## src/design/ipid_pkg.sv

```systemverilog
// Shared widths, register codes and record types of the two-channel incremental PID.
`default_nettype none

package ipid_pkg;

  localparam int DATA_W           = 16;
  localparam int COEF_W           = 16;
  localparam int ERR_W            = DATA_W + 1;
  localparam int PROD_W           = COEF_W + 1 + ERR_W;
  localparam int SUM_W            = PROD_W + 2;
  localparam int COEF_FRAC_BITS   = 12;
  localparam int INC_W            = SUM_W - COEF_FRAC_BITS;
  localparam int ACC_SUM_W        = INC_W + 1;
  localparam int SHIFT_W          = 4;
  localparam int DB_W             = 8;
  localparam int CFG_IDX_W        = 3;
  localparam int DEFAULT_CHANNELS = 2;

  localparam logic [COEF_W-1:0]         RST_COEF_NOW   = 16'd451;
  localparam logic [COEF_W-1:0]         RST_COEF_PREV  = 16'd225;
  localparam logic [COEF_W-1:0]         RST_COEF_PREV2 = 16'd0;
  localparam logic [SHIFT_W-1:0]        RST_SHIFT      = 4'd0;
  localparam logic [DB_W-1:0]           RST_DEAD_BAND  = 8'd8;
  localparam logic signed [DATA_W-1:0]  RST_OUT_HIGH   = 16'sd1000;
  localparam logic signed [DATA_W-1:0]  RST_OUT_LOW    = -16'sd1000;

  typedef enum logic [CFG_IDX_W-1:0] {
    CFG_COEF_NOW,
    CFG_COEF_PREV,
    CFG_COEF_PREV2,
    CFG_RESULT_SHIFT,
    CFG_DEAD_BAND,
    CFG_OUT_HIGH,
    CFG_OUT_LOW
  } cfg_idx_t;

  typedef struct packed {
    logic [COEF_W-1:0]        coef_now;
    logic [COEF_W-1:0]        coef_prev;
    logic [COEF_W-1:0]        coef_prev2;
    logic [SHIFT_W-1:0]       result_shift;
    logic [DB_W-1:0]          dead_band;
    logic signed [DATA_W-1:0] out_high;
    logic signed [DATA_W-1:0] out_low;
  } cfg_t;

  typedef struct packed {
    logic signed [ERR_W-1:0]  err_last;
    logic signed [ERR_W-1:0]  err_before_last;
    logic signed [DATA_W-1:0] acc;
  } state_t;

endpackage

`default_nettype wire

```

## src/design/ipid_state_ram.sv

```systemverilog
// Per-channel controller state memory: one write port, one registered read port.
`default_nettype none

module ipid_state_ram
  import ipid_pkg::*;
#(
  parameter int CHANNELS = DEFAULT_CHANNELS,
  parameter int CH_W     = 1
) (
  input  wire logic            clk,
  input  wire logic            rst,
  input  wire logic            rd_en,
  input  wire logic [CH_W-1:0] rd_addr,
  output state_t               rd_data,
  input  wire logic            wr_en,
  input  wire logic [CH_W-1:0] wr_addr,
  input  wire state_t          wr_data
);

  state_t                mem [CHANNELS];
  logic [CHANNELS-1:0]   written;
  state_t                rd_word;
  logic                  rd_written;

  always_ff @(posedge clk) begin
    if (wr_en) begin
      mem[wr_addr] <= wr_data;
    end
    if (rd_en) begin
      rd_word <= mem[rd_addr];
    end
  end

  // Entries never written read as the zero reset state.
  always_ff @(posedge clk) begin
    if (rst) begin
      written    <= '0;
      rd_written <= 1'b0;
    end else begin
      if (wr_en) begin
        written[wr_addr] <= 1'b1;
      end
      if (rd_en) begin
        rd_written <= written[rd_addr];
      end
    end
  end

  assign rd_data = rd_written ? rd_word : '0;

endmodule

`default_nettype wire

```

## config.mk

```make
export PLATFORM = sky130hd
export DESIGN_NAME = ipid_state_ram
export DESIGN_NICKNAME = d
export VERILOG_FILES = /design/src/design/ipid_pkg.sv /design/src/design/ipid_state_ram.sv
export SDC_FILE = /design/constraint.sdc
export NUM_CORES = 1
export LEC_CHECK = 0
export BUFFER_PORTS_ARGS = -buffer_cell sky130_fd_sc_hd__buf_2
export CAP_MARGIN = 20
export CORE_MARGIN = 2
export CORE_UTILIZATION = 40
export CTS_BUF_LIST = sky130_fd_sc_hd__clkbuf_2 sky130_fd_sc_hd__clkbuf_4 sky130_fd_sc_hd__clkbuf_8
export CTS_CLUSTER_DIAMETER = 30
export DETAILED_ROUTE_END_ITERATION = 10
export PLACE_DENSITY = 0.7
export SYNTH_ARGS = -nofsm -noshare
export SYNTH_HDL_FRONTEND = slang
export SYNTH_SLANG_ARGS = --single-unit
```

## constraint.sdc

```tcl
create_clock -name clk -period 3.3 [get_ports clk]
set_clock_uncertainty 0.05 [all_clocks]
set_input_delay 0 -clock clk [delete_from_list [all_inputs] [get_ports clk]]
set_output_delay 0 -clock clk [all_outputs]
set_load 0.05 [all_outputs]
```

After elaboration in Yosys (flattened, before gate mapping)
Memories as Yosys holds them, arrays and structs flattened. A register that Yosys moved wholly into a read port is not among the register bits.
Index checks and enable logic that the tools add are counted.
{"block": "totals", "reg_bits": 3, "ramBits": 100, "out_inout_bits": 50, "elab_cells": 15, "mem_count": 1}
{"block": "classes", "n_lt_le_gt_ge": 3, "mux": 7, "bitwise": 1, "n_reduce_logical": 1}
{"name": "mem", "depth": 2, "width": 50, "read_ports": 1, "rd_ports_with_merged_regs": 1, "write_ports": 1, "line": "ipid_state_ram.sv:20", "rtl": "state_t mem [CHANNELS];"}
{"cell": "$mux W50", "n": 1}
{"cell": "$mux W1", "n": 5}
{"cell": "$lt A1 B2 Y1 const B", "n": 2}
{"cell": "$or A2 B2 Y2", "n": 1}
{"cell": "$demux W1 S1", "n": 1}
{"cell": "$ge A1 B1 Y1 const B", "n": 1}
{"cell": "$logic_and A1 B1 Y1", "n": 1}

Longest topological paths before layout
Gate-level depths: netlist (run 1).
{"block": "logic_depth", "ltp_word": 5, "ltp_mapped": 3, "ltp_nobuf": 2}

Worst setup path after synthesis (run 1)
Ideal clock, no wire load.
{"block": "synth_timing", "path_kind": "input port to flip-flop", "start": "in wr_addr", "end": "mem mem[0][0] in the netlist's numbering (enable)", "t_arrival_ns": 2.278, "t_required_ns": 2.784, "setup_slack_ns": 0.506, "cell_stages": 1, "cell_sequence": "nor2b_1"}
{"element": "from (decl)", "line": "ipid_state_ram.sv:16", "rtl": "input wire logic [CH_W-1:0] wr_addr,"}
{"element": "to (decl)", "line": "ipid_state_ram.sv:20"}
Straight into the memory's write port.

==> impl_metrics.csv, run 1 <==
group,metric,value,unit
worst_hold_path,min-delay-start,"rd_en",
finish,drive_gt1_frac,0.418,
global_route,grt_max_degree,52,
power,peakVddDrop,0.332,mV
clock_network,postCtsSetupBuffers,0,
timing,clock.fmax,0.551,GHz
floorplanning,fp.dieArea,15500,um2
synth,synth_top_area_frac,0.775,
timing,drv_slew,0,
detailed_routing,wl_met3,485,um
global_route,grt_pass1_wl,14.7,mm
clock_network,cts_buffer_depth,2,
floorplanning,core,14400,um2
finish,fillCellCount,1167,
finish,fin_util,0.513,
timing,setup_ws,1.49,ns
critical_path,end_kind,"output port",
critical_path,crit_arrival,1.76,ns
critical_path,path_cells,"and2_1, buf_2",
clock_network,cts_hold_buf,54,
synth,synthesis.area,5820,um2
power,p_leak,0.00294,uW
clock_network,cts_sinks,153,
critical_path,cp_max_fo,51,
synth,ys_types,13,
worst_hold_path,hp-class,"in2reg",
place,hpwl,5.55,mm
synth,ys_warn_count,0,
detailed_routing,post_drt_wl_per_cell,14.5,um
critical_path,critical-path-top-delay-family,"flip-flops",
critical_path,critical_path_required,3.25,ns
timing,rsz0062_at_grt,"false",
clock_network,clk_pin_slew_worst_paths,0.07,ns
critical_path,reg2reg_from,"rd_written$_SDFFE_PP0P_",
clock_network,cts_max_level,4,
synth,syn_inst,272,
detailed_routing,drtPass1Iterations,4,
finish,layout_common_cells,"edfxtp_1 (150), buf_2 (104), dlygate4sd3_1 (54)",
timing,hold_violations,0,
outcome,outcome,"completed",
clock_network,clockRootBuffer,"clkbuf_8",
detailed_routing,routed-wl-met2,4.88,mm
power,sequentialPowerShare,0.593,
timing,fin_crit_sh,0.550,
floorplanning,initial_core_util,0.405,
detailed_routing,num_vias,2817,
power,swShare,0.225,
global_route,grt_usage,0.126,
place,pre_cts_ws,1.64,ns
synth,ys_seq_area_frac,0.785,
power,combPwrFrac,0.103,
floorplanning,boundaryPins,106,
critical_path,crit_slowest_cell,"dfxtp_2",
detailed_routing,drt_wl_total,9.23,mm
finish,nNetsFinal,499,
detailed_routing,top_layer_used,"met4",
clock_network,cts_resized,0,
synth,synth-seq-cells,153,
place,place.gp.congestion,0.656,
detailed_routing,drt-met1-wl,3.67,mm
timing,holdWs,0.0590,ns
flow_run,cap_violations,0,
clock_network,clk_latency,0.44,ns
power,internal_power,3040,uW
critical_path,reg2reg_to,"rd_written$_SDFFE_PP0P_",
critical_path,r2r_cells,2,
synth,synth_largest_area_cell,"edfxtp_1",
clock_network,cts_buffers,17,
detailed_routing,viasPerCell,4.43,
global_route,grt_pass1_vias,2984,
floorplanning,die_h,125,um
timing,worst_pin_slew,0.972,ns
clock_network,tritoncts,"yes",
worst_hold_path,holdPathStages,1,
synth,synthTopCellsByArea,"edfxtp_1 (77%), mux2_4 (13%), and2_1 (5.5%)",
timing,slew_headroom,0.352,
worst_hold_path,min_to,"rd_word[41]$_DFFE_PP_",
detailed_routing,drc_errors,0,
finish,area_growth,26.8,%
detailed_routing,ant_nets,0,
place,numPortBuffers,105,
critical_path,critPathKind,"reg2out",
finish,antennaDiodeCount,0,
finish,final_common_cell,"edfxtp_1",
power,pwr-share-clk,0.304,
power,power_density,533,nW/um2
floorplanning,rows,44,
synth,synth.avg_cell_area,21.4,um2
synth,synth_nets,328,
floorplanning,die_w,125,um
critical_path,rrSetupSlack,2.05,ns
timing,setup-tns-final,0,ns
critical_path,cpPeakStageDelay,0.79,ns
global_route,grt_overflow,0,
power,switchingPower,884,uW
timing,setup_viol,0,
critical_path,path_buf_inv,1,
detailed_routing,first_iter_violations,193,
global_route,antenna_found_initial,0,
timing,period_needed,1.81,ns
critical_path,startpoint_type,"register",
==> cell families after synthesis <==
kind of cell | synth area share
compound gates | 0.00473
buf+inv | 0.0224
flops | 0.785
mux | 0.131
simple gates | 0.0572
==> cell type report <==
cell class	count	area, um2	share of cell area
Sequential cell	153	4570	0.619
Timing Repair Buffer	163	1130	0.153
Multi-Input combinational cell	108	1130	0.153
Clock buffer	17	234	0.0317
Tap cell	184	230	0.0312
Clock inverter	11	85.1	0.0115
==> state kept, by name, summed over array words and instances (netlist names) <==
| register | cells |
|---|---|
| mem | 100 |
| rd_word | 50 |
| written | 2 |
| rd_written | 1 |
==> stage by stage <==
stage,cells,instance area [um2],power [uW]
finish,636,7380,3930
global route,636,7380,4100
CTS,635,7350,3980
detailed placement,553,6490,2730
global placement,552,6470,2710
floorplan,272,5820,2620
==> cell usage after synthesis <==
| master | instances |
|---|---|
| edfxtp_1 | 150 |
| and2_1 | 51 |
| mux2_4 | 50 |
| buf_12 | 5 |
| clkbuf_1 | 5 |
| dfxtp_1 | 3 |
| nor2_1 | 2 |
| a211oi_2 | 1 |
| a21oi_1 | 1 |
| buf_6 | 1 |
| mux2i_1 | 1 |
| nor2b_1 | 1 |
| o21ba_2 | 1 |
==> routing by layer <==
| metal | vias up | track usage |
|---|---|---|
| li1 | 1367 | - |
| met1 | 1363 | 0.137 |
| met5 | - | 0 |
| met3 | 14 | 0.0498 |
| met2 | 73 | 0.216 |
| met4 | 0 | 0.0595 |
==> power by group through the flow <==
stage                     Sequential [uW]  Clock (uW)  Combinational (uW)
after floorplan                      2360           0                 264
final                                2330        1200                 405
after detailed placement             2380           0                 356
after global placement               2370           0                 345
after global routing                 2340        1320                 433
after CTS                            2330        1240                 407
==> worst max-delay path by stage <==
stage,depth (start not counted),startpoint,end
finish,2,rd_written$_SDFFE_PP0P_,rd_data[37]
global route,2,rd_written$_SDFFE_PP0P_,rd_data[10]
CTS,2,rd_written$_SDFFE_PP0P_,rd_data[37]
detailed placement,3,wr_en,mem[0][3]$_DFFE_PP_
global placement,3,wr_en,mem[0][22]$_DFFE_PP_
floorplan,1,wr_addr,mem[0][0]$_DFFE_PP_
==> worst reg2reg max path, cell delays in order, from the launching register on <==
cell and delay (ns):
dfxtp_2 0.79, nor2_1 0.13, a211oi_2 0.20
Power figures use the tool's default switching activity.
==> run 2, diff against run 1 <==
--- a/config.mk
+++ b/config.mk
@@ -5,6 +5,7 @@
 export SDC_FILE = /design/constraint.sdc
 export NUM_CORES = 1
 export LEC_CHECK = 0
+export ABC_AREA = 1
 export BUFFER_PORTS_ARGS = -buffer_cell sky130_fd_sc_hd__buf_2
 export CAP_MARGIN = 20
 export CORE_MARGIN = 2
==> constraint.sdc (replaced) <==
create_clock -name clk -period 1.8 [get_ports clk]
set_clock_uncertainty 0.05 [all_clocks]
set_input_delay 0 -clock clk [delete_from_list [all_inputs] [get_ports clk]]
set_output_delay 0 -clock clk [all_outputs]
set_load 0.05 [all_outputs]
==> run 2 against run 1 <==
  * Design area barely moved
  * Via count rose by 22%
  * Core utilization rose by 1.6 points
  * Worst hold slack improved by 0.017 ns
  * Synthesized cell count rose by 61%
  * Cell count rose by 25%
  * Wire length rose by 7.9%
  * Critical endpoint is now rd_data[39]
  * Largest cell class unchanged
  * Largest power group unchanged
  * Highest routed layer unchanged
==> impl_metrics.csv, run 2 <==
group,metric,value,unit
synth,synthTopCellsByArea,"edfxtp_1 (79%), nand2_1 (13%), inv_1 (3.5%)",
critical_path,reg2reg_to,"rd_written$_SDFFE_PP0P_",
synth,synth-seq-cells,153,
place,hpwl,5.85,mm
clock_network,cts_buffers,17,
critical_path,critical_path_required,1.75,ns
timing,setup_viol,0,
synth,synth.most_common_cell,"nand2_1",
clock_network,cts_max_level,4,
critical_path,path_cells,"buf_4, nand2_1, inv_1, buf_2",
detailed_routing,num_vias,3427,
clock_network,cts_sinks,153,
place,place.gp.congestion,0.703,
power,swShare,0.229,
finish,fillCellCount,1193,
detailed_routing,drtPass1Iterations,4,
floorplanning,boundaryPins,106,
clock_network,clk_latency,0.44,ns
synth,synth_nets,493,
critical_path,reg2reg_from,"rd_written$_SDFFE_PP0P_",
critical_path,end_kind,"output port",
critical_path,rrSetupSlack,0.94,ns
synth,synth.avg_cell_area,13.1,um2
power,power_density,1040,nW/um2
clock_network,clk_pin_slew_worst_paths,0.08,ns
finish,nNetsFinal,660,
synth,synthesis.area,5720,um2
global_route,grt_pass1_vias,3185,
finish,final_cells,797,
timing,setup-tns-final,0,ns
synth,ys.flop_type,"edfxtp_1",
timing,rsz0062_at_grt,"false",
timing,holdWs,0.0764,ns
detailed_routing,first_iter_violations,175,
synth,synthArstFlopShare,0,
critical_path,cpPeakStageDelay,0.50,ns
finish,reg.largest.list,"mem: 100 flops, rd_word: 50 flops, written: 2 flops",
detailed_routing,drc_errors,0,
critical_path,r2r_cells,4,
power,internal_power,5930,uW
power,sequentialPowerShare,0.553,
critical_path,crit_arrival,1.55,ns
clock_network,tritoncts,"yes",
synth,synth_largest_area_cell,"edfxtp_1",
power,p_leak,0.00343,uW
critical_path,cp_max_fo,20,
worst_hold_path,holdPathStages,5,
finish,antennaDiodeCount,0,
synth,ys_types,10,
global_route,grt_pass1_wl,15.1,mm
flow_run,cap_violations,0,
critical_path,startpoint_type,"register",
floorplanning,fp.dieArea,15300,um2
finish,largest_register_ffs,100,
worst_hold_path,min-delay-start,"rd_addr",
power,pwr-share-clk,0.360,
timing,clock.fmax,0.627,GHz
floorplanning,die_h,124,um
synth,syn_inst,437,
clock_network,cts_buffer_depth,2,
worst_hold_path,min_to,"rd_written$_SDFFE_PP0P_",
synth,ys_seq_area_frac,0.798,
power,combPwrFrac,0.087,
global_route,grt_usage,0.136,
synth,synth_edf_count,150,
finish,final_common_cell,"nand2_1",
detailed_routing,ant_nets,0,
finish,drive_gt1_frac,0.240,
timing,hold_violations,0,
power,switchingPower,1760,uW
timing,slew_headroom,0.702,
critical_path,crit_slowest_cell,"dfxtp_4",
place,dp_cells,713,
detailed_routing,viasPerCell,4.30,
global_route,antenna_found_initial,0,
floorplanning,rows,43,
finish,layout_common_cells,"nand2_1 (205), edfxtp_1 (150), buf_2 (105)",
timing,period_needed,1.60,ns
synth,synth_top_area_frac,0.787,
floorplanning,initial_core_util,0.411,
global_route,grt_overflow,0,
power,peakVddDrop,0.516,mV
finish,largest-register,"mem",
outcome,outcome,"completed",
finish,area_growth,29.0,%
detailed_routing,post_drt_wl_per_cell,12.5,um
detailed_routing,drt_wl_total,9.96,mm
timing,drv_slew,0,
critical_path,critPathKind,"reg2out",
global_route,grt_max_degree,52,
timing,worst_pin_slew,0.447,ns
worst_hold_path,hp-class,"in2reg",
clock_network,clockRootBuffer,"clkbuf_8",
place,numPortBuffers,105,
floorplanning,die_w,124,um
synth,ys_warn_count,0,
timing,fin_crit_sh,0.886,
synth,synth_common_cells,"nand2_1 (205), edfxtp_1 (150), inv_1 (54), buf_4 (10)",
floorplanning,core,13900,um2
## run 2: cell count changes in the layout (fill, tap and decap cells not counted), moves of 3 or more
cell       delta
mux2_4       -50
clkinv_4      +3
nand2_1     +205
inv_1        +52
and2_1       -50
nor2_1        +4
bufinv_16     +3
## run 2: cells by family after synthesis
family / count (synthesis) / synth area share
buf+inv: 72 / 0.0628
simple gates: 212 / 0.139
flops: 153 / 0.798
## run 2: worst max-delay path by stage
stage / from / endpoint / cells past startpoint
floorplan: wr_addr / mem[0][0]$_DFFE_PP_ / 3
global placement: rd_written$_SDFFE_PP0P_ / rd_data[31] / 4
detailed placement: rd_written$_SDFFE_PP0P_ / rd_data[39] / 4
CTS: rd_written$_SDFFE_PP0P_ / rd_data[39] / 4
global route: rd_written$_SDFFE_PP0P_ / rd_data[41] / 4
finish: rd_written$_SDFFE_PP0P_ / rd_data[39] / 4
## run 2: layout make-up
cell class	count	area [um2]	share of cell area
flip-flops and latches	153	4570	0.619
repair buffers	165	1140	0.155
multi-input cells	212	797	0.108
clock buffers	17	234	0.0317
well taps	180	225	0.0305
inverters	55	211	0.0287
clock inverters	15	200	0.0271
## run 2: metal layers
metal,track usage,routed length (um),vias to the layer above
met5,0,0,-
met4,0.0597,91,0
met3,0.0513,546,10
met2,0.223,4990,93
met1,0.162,4330,1579
li1,-,-,1745
## run 2: power by group through the flow
stage               logic (uW)  registers, uW  clock network (uW)
global placement           574           4330                   0
finish                     666           4260                2770
floorplan                  396           4320                   0
global route               732           4280                2990
detailed placement         589           4340                   0
CTS                        677           4260                2850
## run 2: timing repair
action / CTS / global route
resized for setup: 0 / 1
setup endpoints to repair: 0 / 31
endpoints found under the hold margin: 120 / 0
buffers inserted: 0 / 0
hold buffers: 52 / 0
## run 2: worst max-delay path, delay by kind of cell (launching register included)
kind	cells	cell delay, ns
flip-flops	1	0.50
AND/OR/NAND/NOR	1	0.07
buffers and inverters	3	0.53
## run 2: stage by stage
| step | power (uW) | cell area (um2) | setup WS [ns] | utilization |
|---|---|---|---|---|
| floorplan | 4720 | 5720 | 0.283 | - |
| CTS | 7790 | 7380 | 0.00563 | 0.529 |
| global placement | 4910 | 6420 | 0.558 | 0.461 |
| global route | 8010 | 7380 | 0.0583 | 0.530 |
| finish | 7690 | 7380 | 0.204 | 0.530 |
| detailed placement | 4930 | 6420 | 0.516 | 0.461 |
==> run 3, diff against run 2 <==
--- a/config.mk
+++ b/config.mk
@@ -6,6 +6,7 @@
 export NUM_CORES = 1
 export LEC_CHECK = 0
 export ABC_AREA = 1
+export ABC_CLOCK_PERIOD_IN_PS = 1800
 export BUFFER_PORTS_ARGS = -buffer_cell sky130_fd_sc_hd__buf_2
 export CAP_MARGIN = 20
 export CORE_MARGIN = 2
==> constraint.sdc (replaced) <==
create_clock -name clk -period 1.8 [get_ports clk]
set_clock_uncertainty 0.05 [all_clocks]
set_input_delay 0 -clock clk [delete_from_list [all_inputs] [get_ports clk]]
set_output_delay 0 -clock clk [all_outputs]
set_load 0.005 [all_outputs]
==> run 3 against run 2 <==
  * Clock power decreased by 4%
  * Combinational power decreased by 24%
  * Wire length increased by 3.3%
  * Non-clock buffer count decreased by 3
  * Highest routed layer unchanged
==> impl_metrics.csv, run 3 (same netlist as run 2, synthesis figures left out) <==
group,metric,value,unit
global_route,grt_usage,0.145,
place,hpwl,6.29,mm
place,postPlaceCellArea,6420,um2
clock_network,clockRootBuffer,"clkbuf_8",
finish,fillCellCount,1209,
global_route,antenna_found_initial,0,
floorplanning,die_h,124,um
critical_path,critical-path-top-delay-family,"flip-flops",
critical_path,startpoint_type,"register",
timing,setup-tns-final,0,ns
detailed_routing,ant_nets,0,
critical_path,crit_arrival,1.53,ns
detailed_routing,first_iter_violations,214,
detailed_routing,post_drt_wl_per_cell,13.0,um
global_route,grt_pass1_wl,16.4,mm
critical_path,path_cells,"buf_12, nand2_1, inv_1, buf_2",
power,power_density,1010,nW/um2
timing,clock.fmax,0.631,GHz
finish,largest-register,"mem",
critical_path,cp_max_fo,28,
clock_network,cts_max_level,4,
critical_path,end_kind,"output port",
power,internal_power,5950,uW
worst_hold_path,holdPathStages,2,
outcome,outcome,"completed",
timing,period_needed,1.58,ns
finish,layout_common_cells,"nand2_1 (205), edfxtp_1 (150), buf_2 (105)",
detailed_routing,drc_errors,0,
timing,rsz0062_at_grt,"false",
finish,reg.largest.list,"mem: 100 flops, rd_word: 50 flops, written: 2 flops",
timing,setup_viol,0,
timing,worst_pin_slew,0.457,ns
floorplanning,core,13900,um2
timing,drv_slew,0,
floorplanning,die_w,124,um
timing,fin_crit_sh,0.880,
finish,multi_input_area,797,um2
timing,holdWs,0.0380,ns
power,sequentialPowerShare,0.573,
finish,final_area,7340,um2
finish,final_common_cell,"nand2_1",
power,swShare,0.200,
finish,antennaDiodeCount,0,
worst_hold_path,hp-class,"in2reg",
critical_path,r2r_cells,4,
finish,largest_register_ffs,100,
clock_network,cts_sinks,153,
finish,ff_latch_area,4570,um2
detailed_routing,drt_wl_total,10.3,mm
place,place.gp.congestion,0.649,
critical_path,crit_cells,4,
detailed_routing,drtPass1Iterations,4,
finish,area_growth,28.3,%
power,p_leak,0.00343,uW
critical_path,cpPeakStageDelay,0.61,ns
power,switchingPower,1490,uW
power,combPwrFrac,0.068,
power,peakVddDrop,0.494,mV
floorplanning,fp.dieArea,15300,um2
flow_run,cap_violations,0,
critical_path,critical_path_required,1.75,ns
finish,drive_gt1_frac,0.237,
power,pwr-share-clk,0.358,
critical_path,crit_slowest_cell,"dfxtp_2",
finish,nNetsFinal,657,
finish,fin_util,0.527,
clock_network,clk_latency,0.42,ns
detailed_routing,num_vias,3469,
clock_network,cts_buffers,17,
timing,setup_ws,0.215,ns
place,numPortBuffers,105,
clock_network,clk_pin_slew_worst_paths,0.08,ns
timing,hold_violations,0,
floorplanning,initial_core_util,0.411,
critical_path,path_buf_inv,3,
clock_network,tritoncts,"yes",
detailed_routing,viasPerCell,4.38,
timing,slew_headroom,0.696,
place,pre_cts_ws,0.599,ns
floorplanning,boundaryPins,106,
floorplanning,rows,43,
clock_network,cts_buffer_depth,2,
global_route,grt_pass1_vias,3467,
global_route,grt_max_degree,53,
critical_path,critPathKind,"reg2out",
global_route,grt_overflow,0,
run 3: cell types whose count changed in the layout (fill, tap and decap cells not counted), moves of 2 or more:
cell | before | now
buf_4 | 5 | 2
clkbuf_4 | 0 | 3
clkinv_2 | 2 | 5
clkinv_4 | 3 | 0
clkinvlp_4 | 3 | 1
inv_6 | 3 | 1
run 3: worst paths after layout:
| path | from | endpoint | slack, ns |
|---|---|---|---|
| setup / recovery | rd_written$_SDFFE_PP0P_ | rd_data[42] | 0.22 |
| hold reg to reg | written[0]$_SDFFE_PP0P_ | written[0]$_SDFFE_PP0P_ | 0.43 |
| setup reg to reg | rd_written$_SDFFE_PP0P_ | rd_written$_SDFFE_PP0P_ | 0.71 |
| hold / removal | rd_en | rd_word[10]$_DFFE_PP_ | 0.04 |
run 3: layout make-up:
| cell class | count | share of cell area |
|---|---|---|
| clock inverter | 10 | 0.0208 |
| timing repair buffer | 162 | 0.154 |
| clock buffer | 20 | 0.0349 |
| sequential | 153 | 0.622 |
| inverter | 55 | 0.0288 |
| tap | 180 | 0.0307 |
| multi-input combinational | 212 | 0.109 |
run 3: routing by layer:
layer / GRT usage / part of all wire
met1: 0.174 / 0.42
met2: 0.247 / 0.51
met3: 0.0449 / 0.058
met4: 0.0518 / 0.011
met5: 0 / 0
run 3: power by group through the flow:
stage / Sequential [uW] / Clock [uW] / Combinational (uW)
CTS: 4270 / 2730 / 520
global placement: 4340 / 0 / 415
global route: 4290 / 2860 / 579
floorplan: 4320 / 0 / 235
detailed placement: 4350 / 0 / 433
finish: 4260 / 2670 / 506
run 3: repair_timing:
| action | CTS | global route |
|---|---|---|
| hold buffers | 51 | 0 |
| endpoints found under the hold margin | 103 | 0 |
| gates resized for setup | 0 | 0 |
| buffers inserted | 0 | 0 |
run 3: stage by stage:
stage | power [uW] | cells
2_1_floorplan | 4550 | 437
3_3_place_gp | 4750 | 711
3_5_place_dp | 4780 | 711
4_1_cts | 7520 | 792
5_1_grt | 7730 | 792
6_report | 7440 | 792
